`config.mk`:
```
export PLATFORM = sky130hd
export DESIGN_NAME = fqa_back
export DESIGN_NICKNAME = d
export VERILOG_FILES = /design/src/design/fqa_pkg.sv /design/src/design/fqa_back.sv
export SDC_FILE = /design/constraint.sdc
export NUM_CORES = 1
export LEC_CHECK = 0
export BUFFER_PORTS_ARGS = -buffer_cell sky130_fd_sc_hd__buf_2
export CORE_MARGIN = 1
export CORE_UTILIZATION = 45
export DETAILED_ROUTE_END_ITERATION = 10
export PLACE_DENSITY = 0.88
export SETUP_SLACK_MARGIN = 0.3
export SLEW_MARGIN = 40
export SYNTH_ARGS = -nofsm -noshare
export SYNTH_HDL_FRONTEND = slang
export SYNTH_SLANG_ARGS = --single-unit
export TNS_END_PERCENT = 50
```
`constraint.sdc`:
```
create_clock -name i_clk -period 9.8 [get_ports i_clk]
set_input_delay 0.49 -clock i_clk [delete_from_list [all_inputs] [get_ports i_clk]]
set_output_delay 0.49 -clock i_clk [all_outputs]
set_load 0.01 [all_outputs]
```
`src/design/fqa_pkg.sv`:
```
package fqa_pkg;

    localparam int FRAC_BITS = 8;
    localparam int DATA_W    = 32;
    localparam int NUM_W     = DATA_W + FRAC_BITS;
    localparam int PROD_W    = 2 * DATA_W;
    localparam int Q_W       = PROD_W + 1;

    localparam logic [DATA_W-1:0] SAT_MAX = {1'b0, {(DATA_W-1){1'b1}}};
    localparam logic [DATA_W-1:0] SAT_MIN = {1'b1, {(DATA_W-1){1'b0}}};

    typedef enum logic [3:0] {
        OP_ADD      = 4'd0,
        OP_SUB      = 4'd1,
        OP_MUL      = 4'd2,
        OP_DIV      = 4'd3,
        OP_MIN      = 4'd4,
        OP_MAX      = 4'd5,
        OP_INC      = 4'd6,
        OP_DEC      = 4'd7,
        OP_FROM_INT = 4'd8,
        OP_TO_INT   = 4'd9
    } t_op;

    typedef enum logic [1:0] {
        K_DIRECT,
        K_MUL,
        K_DIV
    } t_kind;

    typedef struct packed {
        t_kind              kind;
        logic               neg;
        logic [DATA_W-1:0]  res;
        logic               ovf;
        logic               dz;
        logic               gt;
        logic               lt;
        logic               eq;
        logic [PROD_W-1:0]  prod;
        logic [DATA_W-1:0]  mb;
        logic [NUM_W-1:0]   num;
        logic [DATA_W-1:0]  rem;
        logic [NUM_W-1:0]   quo;
    } t_item;

    typedef struct packed {
        logic [DATA_W-1:0] val;
        logic              ovf;
    } t_sat;

    function automatic t_sat sat_wide(input logic [DATA_W:0] s);
        t_sat r;
        r.ovf = s[DATA_W] != s[DATA_W-1];
        r.val = r.ovf ? (s[DATA_W] ? SAT_MIN : SAT_MAX) : s[DATA_W-1:0];
        return r;
    endfunction

endpackage

```
`src/design/fqa_back.sv`:
```
module fqa_back (
    input  logic                              i_clk,
    input  logic                              i_rst_n,
    input  logic                              i_en,
    input  logic                              i_valid,
    input  fqa_pkg::t_item                    i_item,
    output logic                              o_valid,
    output logic signed [fqa_pkg::DATA_W-1:0] o_result,
    output logic                              o_a_greater,
    output logic                              o_a_less,
    output logic                              o_a_equal,
    output logic                              o_overflow,
    output logic                              o_divide_by_zero
);
    import fqa_pkg::*;

    logic [Q_W-1:0]    q_mul;
    logic [Q_W-1:0]    q_div;
    logic [Q_W-1:0]    q;
    logic              rup;
    logic [DATA_W-1:0] n_res;
    logic              n_ovf;
    logic              r_valid;
    logic [DATA_W-1:0] r_res;
    logic              r_gt;
    logic              r_lt;
    logic              r_eq;
    logic              r_ovf;
    logic              r_dz;

    always_comb begin
        q_mul = (Q_W'(i_item.prod) + (Q_W'(1) << (FRAC_BITS - 1))) >> FRAC_BITS;
        rup   = {i_item.rem, 1'b0} >= {1'b0, i_item.mb};
        q_div = Q_W'(i_item.quo) + Q_W'(rup);
        q     = (i_item.kind == K_MUL) ? q_mul : q_div;
        n_res = i_item.res;
        n_ovf = i_item.ovf;
        if (i_item.kind != K_DIRECT) begin
            if (i_item.neg) begin
                n_ovf = q > Q_W'(SAT_MIN);
                n_res = n_ovf ? SAT_MIN : (~q[DATA_W-1:0] + 1'b1);
            end else begin
                n_ovf = q > Q_W'(SAT_MAX);
                n_res = n_ovf ? SAT_MAX : q[DATA_W-1:0];
            end
        end
    end

    always_ff @(posedge i_clk) begin
        if (!i_rst_n) begin
            r_valid <= 1'b0;
        end else if (i_en) begin
            r_valid <= i_valid;
        end
    end

    always_ff @(posedge i_clk) begin
        if (i_en) begin
            r_res <= n_res;
            r_ovf <= n_ovf;
            r_dz  <= i_item.dz;
            r_gt  <= i_item.gt;
            r_lt  <= i_item.lt;
            r_eq  <= i_item.eq;
        end
    end

    assign o_valid          = r_valid;
    assign o_result         = r_res;
    assign o_a_greater      = r_gt;
    assign o_a_less         = r_lt;
    assign o_a_equal        = r_eq;
    assign o_overflow       = r_ovf;
    assign o_divide_by_zero = r_dz;

endmodule

```
# Word level (Yosys, flattened, before mapping)
# Cells that the tools add are included.
[totals]
out_inout_bits = 38
input_bits = 252
elab_cells = 23
ff_bits = 38
[op_classes]
n_mux = 7
order_cmp = 3
bitwise_logic = 1
n_addsub = 3
eq_ne = 1
n_reduce_logical = 1
[op_table]
columns = ["operator", "n"]
rows = [
  ["32-bit two-way mux", 4],
  ["64-bit by 8-bit adder with 65-bit output (second input constant)", 1],
  ["57-bit by 31-bit > comparator with 1-bit output (second input constant)", 1],
  ["57-bit by 32-bit > comparator with 1-bit output (second input constant)", 1],
  ["57-bit two-way mux", 1],
  ["40-bit by 1-bit adder with 41-bit output", 1],
  ["33-bit by 32-bit greater-or-equal comparator with 1-bit output", 1],
  ["32-bit by 1-bit adder with 32-bit output (second input constant)", 1],
  ["32-bit inverter", 1],
  ["2-bit by 1-bit equality test with 1-bit output (second input constant)", 1],
  ["1-bit two-way mux", 2],
  ["2-bit nonzero test", 1],
]

# Longest topological paths before layout
[logic_depth]
ltp_word = 8
depth_mapped = 29
ltp_nobuf = 26

# Worst setup path before layout
# Ideal clock, no wire load.
[synth_timing]
kind = "in2reg"
start = "in i_item[122] (netlist bit)"
end = "reg r_res[21] (netlist: o_result[21]), data pin"
path_buffers = 1
setup_time_ns = 0.257
arrival_time_ns = 5.266
path_slack_ns = 4.278
cell_stages = 27
t_required_ns = 9.543
path_cell_list = "inv_1 ha_1 a21o_1 a21o_1 a21o_1 a21o_1 a21oi_1 nor2b_1 o21ai_0 o211ai_1 a221oi_1 o21ai_0 a41o_1 ha_1 ha_1 xor2_1 nor2_1 a21oi_1 or3_1 or3_1 clkbuf_1 or4_1 nor3b_1 nand2_1 xnor2_1 nand2_1 a32o_1"
[synth_between]
elab_chain_cells = 8
[synth_rtl]
columns = ["element", "line_no", "source"]
rows = [
  ["start: declaration", "fqa_back.sv:6", "input fqa_pkg::t_item i_item,"],
  ["33-bit by 32-bit greater-or-equal comparator with 1-bit output *", "fqa_back.sv:33", "rup = {i_item.rem, 1'b0} >= {1'b0, i_item.mb};"],
  ["40-bit by 1-bit adder with 41-bit output *", "fqa_back.sv:34", "q_div = Q_W'(i_item.quo) + Q_W'(rup);"],
  ["57-bit two-way mux *", "fqa_back.sv:35", "q = (i_item.kind == K_MUL) ? q_mul : q_div;"],
  ["32-bit inverter", "fqa_back.sv:41", "n_res = n_ovf ? SAT_MIN : (~q[DATA_W-1:0] + 1'b1);"],
  ["32-bit by 1-bit adder with 32-bit output", "fqa_back.sv:41", ""],
  ["32-bit two-way mux", "fqa_back.sv:41", ""],
  ["32-bit two-way mux *", "fqa_back.sv:39", "if (i_item.neg) begin"],
  ["32-bit two-way mux *", "fqa_back.sv:38", "if (i_item.kind != K_DIRECT) begin"],
  ["via n_res[21]", "fqa_back.sv:21", "logic [DATA_W-1:0] n_res;"],
  ["end signal: assignment", "fqa_back.sv:59", "r_res <= n_res;"],
  ["end: declaration", "fqa_back.sv:24", "logic [DATA_W-1:0] r_res;"],
]
# The timed path passes the listed nets; every way through them passes the cells marked *.
# A chain may end at the register's enable or synchronous reset.

# Worst setup path after layout
[layout_timing]
start = "in i_item[122] (netlist bit)"
end = "reg r_res[13] (netlist: o_result[13]), data pin"
# The elaborated chain is that of the path after synthesis.

==> flow_metrics.tcl <==
set metrics [dict create \
    worst_slack_ns 2.97 \
    cp-end-kind "flip-flop" \
    power_leakage_uw 0.00345 \
    maxSlewHeadroom 0.515 \
    hold_path.class "primary input to flip-flop" \
    die_w_um 124 \
    first_iter_violations 800 \
    cts_buffer_depth 2 \
    cts_resized 0 \
    htreeDepth 2 \
    synth_seq_area_share 0.170 \
    design.core.area_mm2 0.0145 \
    cts_root_buf "clkbuf_16" \
    ios 290 \
    use_met3 0.0330 \
    worstPathBufferInverterCount 3 \
    met1_usage 0.391 \
    timing.fmax_mhz 146 \
    synth-async-reset-ratio 0 \
    setup_tns_ns 0 \
    vias_per_cell 6.02 \
    dr_total_vias 7818 \
    crit_top_cell "a21o_1" \
    die_height_um 124 \
    crit_type "primary input to flip-flop" \
    grt_pass1_vias 6853 \
    avgSynthCellArea_um2 7.38 \
    yosys_warnings 0 \
    outcome "finished clean" \
    netlist.area_leader.share 0.167 \
    crit_path_max_fanout 23 \
    synth_area_leaders "edfxtp_1 (17%), ha_1 (6.8%), nand2_1 (5.7%), xor2_1 (5.4%), xnor2_1 (5.1%)" \
    antenna_found_initial 2 \
    insertion_delay_ns 0.27 \
    overflow 0 \
    crit_path_top_delay_cell "or4_1" \
    finalPower_uw 670 \
    stdcell_count 1299 \
    rows 44 \
    dp.cells 1288 \
    layout_worst_path_cycle_share 0.697 \
    slowest_delay_ns 0.65 \
    rsz0062_at_grt "no" \
    numCtsBuffers 5 \
    cts_setup_buffers 0 \
    dominantRegCellSynth "edfxtp_1" \
    nets 1399 \
    dp_slack_ns 2.78 \
    synth_edf_count 37 \
    start_kind "primary input" \
    max_cap_violations 0 \
    finClkSkew_ns 0 \
    die_area_mm2 0.0153 \
    syn_nets 1191 \
    met2_usage 0.428 \
    yosysUniqueCellTypes 72 \
    drive_gt1_frac 0.263 \
    p_per_area_mw_per_mm2 82.3 \
    worstMarginPinSlew_ns 0.728 \
    drt_pass1_iterations 6 \
    areaGrowthSynthToFinish_pct 22.1 \
    worstPathRequired_ns 9.85 \
    cts-hold-fix-buffers 0 \
    grt_busiest_layer "met2" \
    routed_wl_um 21300 \
    setup_viol 0 \
    netlist_area_mm2 0.00667 \
    io_buffers 242 \
    slew_violations 0 \
    synth_seq_cells 38 \
    hold_viol_final 0 \
    cts_tree "done" \
    fillers 1369 \
    rrSetupSlack_ns 9.18 \
    grt_pass1_wl_um 33500 \
    grt_max_degree 49 \
    cts.sinks 38 \
    min_period_ns 6.83 \
    clkTransAtPathRegs_ns 0.05 \
    hpwl_um 17200 \
    vdd_drop_max_uv 88.7 \
    netlist_instances 903 \
    place_congestion 0.977 \
    yosys.area.top_type "edfxtp_1" \
    start_util 0.460 \
    worstPathArrival_ns 6.87 \
    drcViolationCount 0 \
    wl_per_cell_um 16.4 \
    grt.total_usage 0.273 \
    antenna_left 0 \
    cp_top_family "compound AO/OA/AOI/OAI gates" \
]
-- report_power, final --
part | internal, uW | switching [uW]
combinational | 104 | 153
sequential | 197 | 3.79
clock | 153 | 59.0
-- final timing paths --
check	start	end	depth (start not counted)
max reg2reg	o_valid$_SDFFE_PN0P_	o_valid$_SDFFE_PN0P_	2
min	i_item[209]	o_a_less$_DFFE_PP_	1
min reg2reg	o_valid$_SDFFE_PN0P_	o_valid$_SDFFE_PN0P_	2
max	i_item[122]	o_result[13]$_DFFE_PP_	28
-- worst register-to-register path, delay by kind of cell, from the launching register on --
kind / cells / cell delay, ns
flops: 1 / 0.30
mux: 1 / 0.14
simple gates: 1 / 0.06
-- flip-flops by register name, indices dropped and copies added, names as in the netlist --
| name | count |
|---|---|
| o_result | 32 |
| o_a_equal | 1 |
| o_a_greater | 1 |
| o_a_less | 1 |
| o_divide_by_zero | 1 |
| o_overflow | 1 |
| o_valid | 1 |
-- kinds of logic after synthesis --
| family | after synthesis | synth area share |
|---|---|---|
| DFF | 38 | 0.170 |
| xor gates and xnor gates | 80 | 0.105 |
| buffers and inverters | 94 | 0.0638 |
| and+or+nand+nor | 446 | 0.369 |
| muxes | 31 | 0.0473 |
| adders and majority gates | 36 | 0.0676 |
| AOI/OAI and AO/OA | 178 | 0.177 |
-- cells in the mapped netlist, types with 5 or more instances --
master	number
nand2_1	102
nor2_1	75
nand3_1	53
inv_1	48
a21oi_1	41
xor2_1	41
xnor2_1	39
nand4_1	38
edfxtp_1	37
o21ai_0	37
ha_1	36
nor3_1	32
mux2i_1	27
nor4_1	26
buf_2	19
and3_1	17
or3_1	17
a211oi_1	16
clkbuf_1	15
and2_1	14
and4_1	12
a21o_1	9
nor2b_1	9
a311oi_1	8
a31oi_1	8
nand2b_1	8
o22ai_1	7
a32o_1	6
o21a_1	6
o31ai_1	6
or2_2	6
buf_4	5
-- area by class of cell --
| class | instances | area (um2) | share of cell area |
|---|---|---|---|
| multi-input combinational | 771 | 5140 | 0.631 |
| antenna | 3 | 7.51 | 0.000923 |
| timing repair buffer | 247 | 1250 | 0.154 |
| inverter | 48 | 180 | 0.0221 |
| tap | 184 | 230 | 0.0283 |
| clock buffer | 6 | 139 | 0.0171 |
| clock inverter | 2 | 60.1 | 0.00738 |
| sequential | 38 | 1130 | 0.139 |
-- metal layers --
metal  routed length [um]  share of wire
met1                 9320           0.44
met2                 9490           0.45
met3                 2080          0.098
met4                  405          0.019
met5                    0              0
-- metrics by stage --
stage	hold slack (ns)	cell area, um2	utilization
6_report	0.390	8140	0.562
5_1_grt	0.392	8130	0.562
3_3_place_gp	0.497	7910	0.546
3_5_place_dp	0.542	7920	0.547
4_1_cts	0.384	8120	0.561
2_1_floorplan	0.538	6670	-
-- placed cells by master, fill, tap and decap left out, types with 7 or more instances in the layout --
master / count
a311oi_1: 8
a31oi_1: 8
and2_1: 14
nand2b_1: 7
xor2_1: 41
a21oi_1: 41
nor2b_1: 8
mux2i_1: 27
nand2_1: 102
nand3_1: 53
nor2_1: 74
o21ai_0: 37
inv_1: 48
o22ai_1: 7
and4_1: 12
nor4_1: 25
nand4_1: 38
nor3_1: 32
a21o_1: 9
buf_2: 241
a211oi_1: 16
and3_1: 17
or3_1: 17
edfxtp_1: 37
ha_1: 36
xnor2_1: 39
Power figures use the tool's default switching activity.
