[src/design/fqa_pkg.sv]
package fqa_pkg;

    localparam int FRAC_BITS = 8;
    localparam int DATA_W    = 32;
    localparam int NUM_W     = DATA_W + FRAC_BITS;
    localparam int PROD_W    = 2 * DATA_W;
    localparam int Q_W       = PROD_W + 1;

    localparam logic [DATA_W-1:0] SAT_MAX = {1'b0, {(DATA_W-1){1'b1}}};
    localparam logic [DATA_W-1:0] SAT_MIN = {1'b1, {(DATA_W-1){1'b0}}};

    typedef enum logic [3:0] {
        OP_ADD      = 4'd0,
        OP_SUB      = 4'd1,
        OP_MUL      = 4'd2,
        OP_DIV      = 4'd3,
        OP_MIN      = 4'd4,
        OP_MAX      = 4'd5,
        OP_INC      = 4'd6,
        OP_DEC      = 4'd7,
        OP_FROM_INT = 4'd8,
        OP_TO_INT   = 4'd9
    } t_op;

    typedef enum logic [1:0] {
        K_DIRECT,
        K_MUL,
        K_DIV
    } t_kind;

    typedef struct packed {
        t_kind              kind;
        logic               neg;
        logic [DATA_W-1:0]  res;
        logic               ovf;
        logic               dz;
        logic               gt;
        logic               lt;
        logic               eq;
        logic [PROD_W-1:0]  prod;
        logic [DATA_W-1:0]  mb;
        logic [NUM_W-1:0]   num;
        logic [DATA_W-1:0]  rem;
        logic [NUM_W-1:0]   quo;
    } t_item;

    typedef struct packed {
        logic [DATA_W-1:0] val;
        logic              ovf;
    } t_sat;

    function automatic t_sat sat_wide(input logic [DATA_W:0] s);
        t_sat r;
        r.ovf = s[DATA_W] != s[DATA_W-1];
        r.val = r.ovf ? (s[DATA_W] ? SAT_MIN : SAT_MAX) : s[DATA_W-1:0];
        return r;
    endfunction

endpackage

[src/design/fqa_div_cell.sv]
module fqa_div_cell (
    input  logic           i_clk,
    input  logic           i_rst_n,
    input  logic           i_en,
    input  logic           i_valid,
    input  fqa_pkg::t_item i_item,
    output logic           o_valid,
    output fqa_pkg::t_item o_item
);
    import fqa_pkg::*;

    logic [DATA_W:0] rem_sh;
    logic [DATA_W:0] rem_sub;
    logic            ge;
    t_item           n_item;
    logic            r_valid;
    t_item           r_item;

    always_comb begin
        rem_sh      = {i_item.rem, i_item.num[NUM_W-1]};
        rem_sub     = rem_sh - {1'b0, i_item.mb};
        ge          = rem_sh >= {1'b0, i_item.mb};
        n_item      = i_item;
        n_item.rem  = ge ? rem_sub[DATA_W-1:0] : rem_sh[DATA_W-1:0];
        n_item.num  = {i_item.num[NUM_W-2:0], 1'b0};
        n_item.quo  = {i_item.quo[NUM_W-2:0], ge};
    end

    always_ff @(posedge i_clk) begin
        if (!i_rst_n) begin
            r_valid <= 1'b0;
        end else if (i_en) begin
            r_valid <= i_valid;
        end
    end

    always_ff @(posedge i_clk) begin
        if (i_en) begin
            r_item <= n_item;
        end
    end

    assign o_valid = r_valid;
    assign o_item  = r_item;

endmodule

[config.mk]
export PLATFORM = sky130hd
export DESIGN_NAME = fqa_div_cell
export DESIGN_NICKNAME = d
export VERILOG_FILES = /design/src/design/fqa_pkg.sv /design/src/design/fqa_div_cell.sv
export SDC_FILE = /design/constraint.sdc
export NUM_CORES = 1
export LEC_CHECK = 0
export BUFFER_PORTS_ARGS = -buffer_cell sky130_fd_sc_hd__buf_2
export CAP_MARGIN = 20
export CORE_AREA = 2 2 192 194
export CTS_CLUSTER_DIAMETER = 100
export DETAILED_ROUTE_END_ITERATION = 10
export DIE_AREA = 0 0 194 196
export PLACE_DENSITY_LB_ADDON = 0.1
export SLEW_MARGIN = 20
export SYNTH_ARGS = -nofsm -noshare
export SYNTH_HDL_FRONTEND = slang
export SYNTH_SLANG_ARGS = --single-unit
[constraint.sdc]
create_clock -name i_clk -period 9.5 [get_ports i_clk]
set_input_delay 1.9 -clock i_clk [delete_from_list [all_inputs] [get_ports i_clk]]
set_output_delay 1.9 -clock i_clk [all_outputs]
set_load 0.01 [all_outputs]
=== Word-level counts from Yosys, hierarchy flattened ===
Index checks and enable logic that the tools add are counted.

* Bits in registers: 248
* Output and inout port bits: 249
* Word-level logic and storage cells: 17

* $add $sub $neg: 1
* Magnitude comparators: 1
* Mux-type cells: 1

{| class="wikitable"
|+ Operator list
! kind !! count
|-
| >= comparator 33 x 32 -> 1 bit || 1
|-
| 2-to-1 mux 32 bit || 1
|-
| subtractor 32 bit || 1
|}

=== Logic depth before layout (Yosys ltp) ===
Gate-level depths: netlist of run 1.

* Depth after elaboration: 2
* Depth in mapped cells: 13
* Depth with buffers taken out: 12

=== Worst setup path before layout of run 1 ===
OpenSTA, ideal clock, no wires.

* Kind: input to register
* From: input i_item[119] (netlist bit)
* To: register r_item, in the netlist o_item[53] (data pin)
* Library setup time: 0.262 ns
* Arrival time: 4.409 ns
* Required time: 9.238 ns
* Setup slack: 4.829 ns
* Cell stages on the path: 12
* Buffers on the path: 2
* Cell sequence: inv_1 -> ha_1 -> buf_2 -> nand4_1 -> or4_1 -> a21oi_1 -> nor3_1 -> a211oi_2 -> o21ai_2 -> o31ai_4 -> buf_4 -> mux2_1

{| class="wikitable"
|+ RTL lines
! element !! line !! text
|-
| from (decl) || fqa_div_cell.sv:6 || <nowiki>input fqa_pkg::t_item i_item,</nowiki>
|-
| to (signal assigned) || fqa_div_cell.sv:39 || <nowiki>r_item <= n_item;</nowiki>
|-
| to (decl) || fqa_div_cell.sv:17 || <nowiki>t_item r_item;</nowiki>
|}

==> results of run 1 <==
## synth_stat cells, types with 2 or more instances
master	count
edfxtp_1	247
a21oi_1	54
inv_1	38
nor2_1	36
ha_1	32
nand2_1	27
o21ai_0	16
xnor2_1	16
a21o_1	12
xor2_1	11
buf_2	8
nand3_1	8
nand4_1	7
mux2_2	6
o21a_1	6
a31oi_1	5
clkbuf_1	5
buf_4	4
mux2_1	4
nand2b_1	4
nor4_1	4
o211ai_1	4
a211oi_1	3
mux2i_1	3
nor2b_1	3
o21bai_1	3
a211o_1	2
a2bb2oi_1	2
and4_1	2
nor3_1	2
o22ai_1	2
o41ai_1	2
## metrics by stage
step	instance area (um^2)	power, mW	worst slack, ns
after floorplan	9670	1.55	4.83
after global placement	12700	1.77	3.73
after detailed placement	12700	1.78	3.74
after CTS	13600	2.89	4.36
after global routing	13600	2.96	4.14
final	13600	2.83	4.39
## sequential cells by signal, summed over array words and instances, names as in the netlist
name and flops:
o_item 247, o_valid 1
## path summary, 6_finish.rpt
kind                              from  cells past startpoint                   end  slack, ns
hold / removal    o_valid$_SDFFE_PN0P_                      2  o_valid$_SDFFE_PN0P_       0.52
setup / recovery           i_item[127]                     12  o_item[44]$_DFFE_PP_       4.39
setup reg to reg  o_valid$_SDFFE_PN0P_                      2  o_valid$_SDFFE_PN0P_       8.90
hold reg to reg   o_valid$_SDFFE_PN0P_                      2  o_valid$_SDFFE_PN0P_       0.52
## cell type report
cell class                      count  share of cell area, %
Sequential cell                   248                   54.6
Clock inverter                     16                   1.22
Timing Repair Buffer              501                   18.5
Antenna cell                        2                 0.0368
Inverter                           38                   1.05
Tap cell                          468                   4.30
Clock buffer                       37                   5.55
Multi-Input combinational cell    291                   14.7
## cells by family after synthesis
| group | synth area share (%) |
|---|---|
| and+or+nand+nor | 4.75 |
| other | 0.0388 |
| DFF | 76.9 |
| muxes | 1.47 |
| xor gates and xnor gates | 2.44 |
| AOI/OAI and AO/OA | 7.61 |
| adders and majority gates | 4.35 |
| buffers and inverters | 2.45 |
## critical path, stage by stage
cell	delay, ns
buf_2	0.10
inv_1	0.05
ha_1	0.42
nand4_1	0.24
or4_1	0.51
a21oi_1	0.13
nor3_1	0.13
a211oi_2	0.27
o21ai_2	0.18
o31ai_4	0.55
buf_4	0.52
mux2_2	0.39
## power by group
group	switching (mW)	total, mW	leakage [nW]	internal, mW
Sequential	0.0207	1.34	2.43	1.32
Clock	0.443	1.09	0.450	0.643
Combinational	0.240	0.407	3.04	0.167
## metal layers
layer / up-vias / routed length, um
met5: - / 43
met4: 8 / 484
met3: 47 / 2390
met2: 285 / 17400
met1: 3349 / 12200
li1: 3294 / -
==> flow_summary.toml, run 1 <==
[worst_setup_path]
path_class = "primary input to flip-flop"
crit_path_end_kind = "flip-flop"
required_ns = 9.81
cp_max_fo = 41
startpoint_type = "primary input"
cp.arrival_ns = 5.42

[sta]
whs_ns = 0.516
setup_viol = 0
finalHoldViolations = 0
slew_viol_final = 0
fin_tns_setup_ns = 0
fin_worst_skew_ns = 0
slew_headroom_pct = 32.8
worst_pin_slew_ns = 1.01
timing.final.crit_share_pct = 53.7
period_minus_slack_ns = 5.11
rsz0062_at_grt = "false"
fmax_mhz = 196

[global_route]
grt_usage_pct = 16.1
grt_antenna_before_repair = 6
grtUsageMet3_pct = 5.04
met2_usage_pct = 30.4
use_met1_pct = 18.0
grt_pass1_wl_um = 45800
grt_pass1_vias = 7021
grt_max_degree = 121
grt.overflow.total = 0
busiest_layer = "met2"

[floorplanning]
dieHeight_um = 196
core_mm2 = 0.0361
die-area_mm2 = 0.0380
core.rowCount = 70
initial_core_util_pct = 26.8
die_w_um = 194
io_pins = 501

[route]
wl_um = 32400
dr.pass1.iters = 7
vias = 6983
routedWlPerCell_um = 20.3
avgViaCountPerCell = 4.36
drc_errors = 0
drt-initial-drc-count = 339
ant_nets = 0

[clock_network]
cts_sinks = 248
clk_pin_slew_ns = 0.06
cts_htree_levels = 1
cts_resized = 0
postCtsSetupBuffers = 0
clock_latency_ns = 0.56
cts_root_buffer = "clkbuf_16"
cts_tree = "yes"
cts_buffers = 29
ctsHoldBuffers = 0
clockBufferDepth = 3

[final_layout]
layout-drive-gt1-share_pct = 48.8
final_util_pct = 37.7
area_growth_pct = 40.8
nNetsFinal = 1394
fillerInstances = 3622
multiInputGateArea_mm2 = 0.00200
mostFrequentLayoutCells = "497 x buf_2, 247 x edfxtp_1, 54 x a21oi_1"
instances_no_fill = 1601
seq_area_mm2 = 0.00744
final_common_cell = "buf_2"

[yosys]
synth_top_area_share_pct = 76.7
synth_edf_count = 247
ys.flop_type = "edfxtp_1"
yosysUniqueCellTypes = 49
yosysTopAreaCell = "edfxtp_1"
async_flop_share_pct = 0
syn_area_mm2 = 0.00967
yosys-top-cells-area = "edfxtp_1 77%, ha_1 4.1%, a21oi_1 2.8%"
syn_area_per_cell_um2 = 16.3
ys_seq_area_share_pct = 76.9
synthCells = 595
ys_seq_elements = 248
synth_nets = 880
yosysWarnings = 0

[placed_design]
port_buffers = 498
dp.cells = 1546
place.gp.congestion = 0.789
dp_hpwl_um = 25400

[status]
status = "finished, final reports clean"

[pwr]
power_leakage_nw = 5.91
powerDensity_mw_per_mm2 = 208
ir_drop_mv = 0.139

[flow_run]
drv_cap = 0

[worst_hold_path]
hold_path_class = "flip-flop to flip-flop"
Power figures use the tool's default switching activity.
==> run 2: changes to the inputs <==
--- a/config.mk
+++ b/config.mk
@@ -7,10 +7,10 @@
 export LEC_CHECK = 0
 export BUFFER_PORTS_ARGS = -buffer_cell sky130_fd_sc_hd__buf_2
 export CAP_MARGIN = 20
-export CORE_AREA = 2 2 192 194
+export CORE_AREA = 2 2 195 197
 export CTS_CLUSTER_DIAMETER = 100
 export DETAILED_ROUTE_END_ITERATION = 10
-export DIE_AREA = 0 0 194 196
+export DIE_AREA = 0 0 197 199
 export PLACE_DENSITY_LB_ADDON = 0.1
 export SLEW_MARGIN = 20
 export SYNTH_ARGS = -nofsm -noshare
==> constraint.sdc (replaced) <==
create_clock -name i_clk -period 4.92 [get_ports i_clk]
set_input_delay 0.984 -clock i_clk [delete_from_list [all_inputs] [get_ports i_clk]]
set_output_delay 0.984 -clock i_clk [all_outputs]
set_load 0.01 [all_outputs]
==> flow_summary.toml, run 2 (synthesis gave the netlist of run 1 again) <==
[final_layout]
mostFrequentLayoutCells = "497 x buf_2, 247 x edfxtp_1, 54 x a21oi_1"
fillerInstances = 3746
area_growth_pct = 40.8
nNetsFinal = 1396
final_common_cell = "buf_2"
instances_no_fill = 1612
layout-drive-gt1-share_pct = 48.5
final_util_pct = 36.7
largest_register_ffs = 247

[pwr]
total_power_mw = 5.36
power_leakage_nw = 5.91
ir_drop_mv = 0.275
powerDensity_mw_per_mm2 = 394

[worst_setup_path]
cp.arrival_ns = 4.13
startpoint_type = "primary input"
path_class = "primary input to flip-flop"
required_ns = 5.23
cp_max_fo = 4
crit_path_end_kind = "flip-flop"

[clock_network]
cts_buffers = 29
cts_sinks = 248
ctsHoldBuffers = 0
postCtsSetupBuffers = 0
cts_root_buffer = "clkbuf_16"
clock_latency_ns = 0.56
cts_resized = 0
clk_pin_slew_ns = 0.06
clockBufferDepth = 3
cts_tree = "yes"
cts_htree_levels = 1

[global_route]
grt_max_degree = 107
grt.overflow.total = 0
grt_pass1_wl_um = 44400
grt_usage_pct = 15.3
grt_pass1_vias = 6776
grt_antenna_before_repair = 15

[placed_design]
place.gp.congestion = 0.815
dp.cells = 1554
port_buffers = 498
dp_hpwl_um = 25600

[sta]
setup_viol = 0
slew_viol_final = 0
fin_tns_setup_ns = 0
worst_pin_slew_ns = 0.866
timing.final.crit_share_pct = 77.6
period_minus_slack_ns = 3.82
fmax_mhz = 262
rsz0062_at_grt = "false"
fin_worst_skew_ns = 0
finalHoldViolations = 0
slew_headroom_pct = 42.2

[floorplanning]
dieHeight_um = 199
die_w_um = 197
core.rowCount = 71
die-area_mm2 = 0.0392
io_pins = 501
initial_core_util_pct = 26.0
core_mm2 = 0.0371

[route]
wl_um = 32300
routedWlPerCell_um = 20.0
ant_nets = 0
dr.pass1.iters = 4
drt-initial-drc-count = 326
avgViaCountPerCell = 4.32
drc_errors = 0
vias = 6958

[worst_hold_path]
hold_path_class = "flip-flop to flip-flop"

[status]
status = "finished, final reports clean"

[flow_run]
drv_cap = 0
==> run 2: worst paths after layout <==
kind / end / start / slack (ns) / cells after the start
worst max-delay path: o_item[70]$_DFFE_PP_ / i_item[111] / 1.10 / 13
worst min-delay path: o_valid$_SDFFE_PN0P_ / o_valid$_SDFFE_PN0P_ / 0.52 / 2
worst max register to register: o_valid$_SDFFE_PN0P_ / o_valid$_SDFFE_PN0P_ / 4.33 / 2
worst min register to register: o_valid$_SDFFE_PN0P_ / o_valid$_SDFFE_PN0P_ / 0.52 / 2
==> run 2: where the power goes <==
| part | total, mW | switching, mW | internal [mW] |
|---|---|---|---|
| registers | 2.59 | 0.0409 | 2.55 |
| clock network | 1.99 | 0.859 | 1.13 |
| logic | 0.784 | 0.458 | 0.326 |
==> run 2: layout make-up <==
| cell class | count | area, um^2 | share of cell area (%) |
|---|---|---|---|
| well taps | 474 | 593 | 4.36 |
| diodes | 4 | 10.0 | 0.0735 |
| clock buffers | 34 | 744 | 5.47 |
| multi-input cells | 291 | 2000 | 14.7 |
| inverters | 38 | 143 | 1.05 |
| flip-flops and latches | 248 | 7440 | 54.6 |
| repair buffers | 503 | 2560 | 18.8 |
| clock inverters | 20 | 128 | 0.937 |
==> run 2: per-layer routing <==
metal / vias to the layer above / part of all wire, % / track usage, %
met2: 269 / 53 / 29.1
met5: - / 0.41 / 0
li1: 3298 / - / -
met1: 3304 / 34 / 15.3
met3: 67 / 9.5 / 6.70
met4: 20 / 2.3 / 3.87
==> run 2: per-stage QoR <==
stage          cell area [um^2]  setup WS, ns  hold WS, ns
2_1_floorplan              9670          1.17        0.538
3_3_place_gp              12700         0.546        0.492
3_5_place_dp              12700         0.548        0.509
4_1_cts                   13600          1.14        0.523
5_1_grt                   13600         0.974        0.547
6_report                  13600          1.10        0.516
==> run 2: critical path, stage by stage <==
cell,delay (ns)
buf_2,0.09
inv_1,0.04
ha_1,0.23
fa_1,0.41
nand2b_1,0.19
a21oi_1,0.17
o21ai_0,0.23
o311a_1,0.41
a31oi_1,0.35
a21oi_1,0.24
o41ai_1,0.37
xor2_1,0.12
mux2_1,0.31
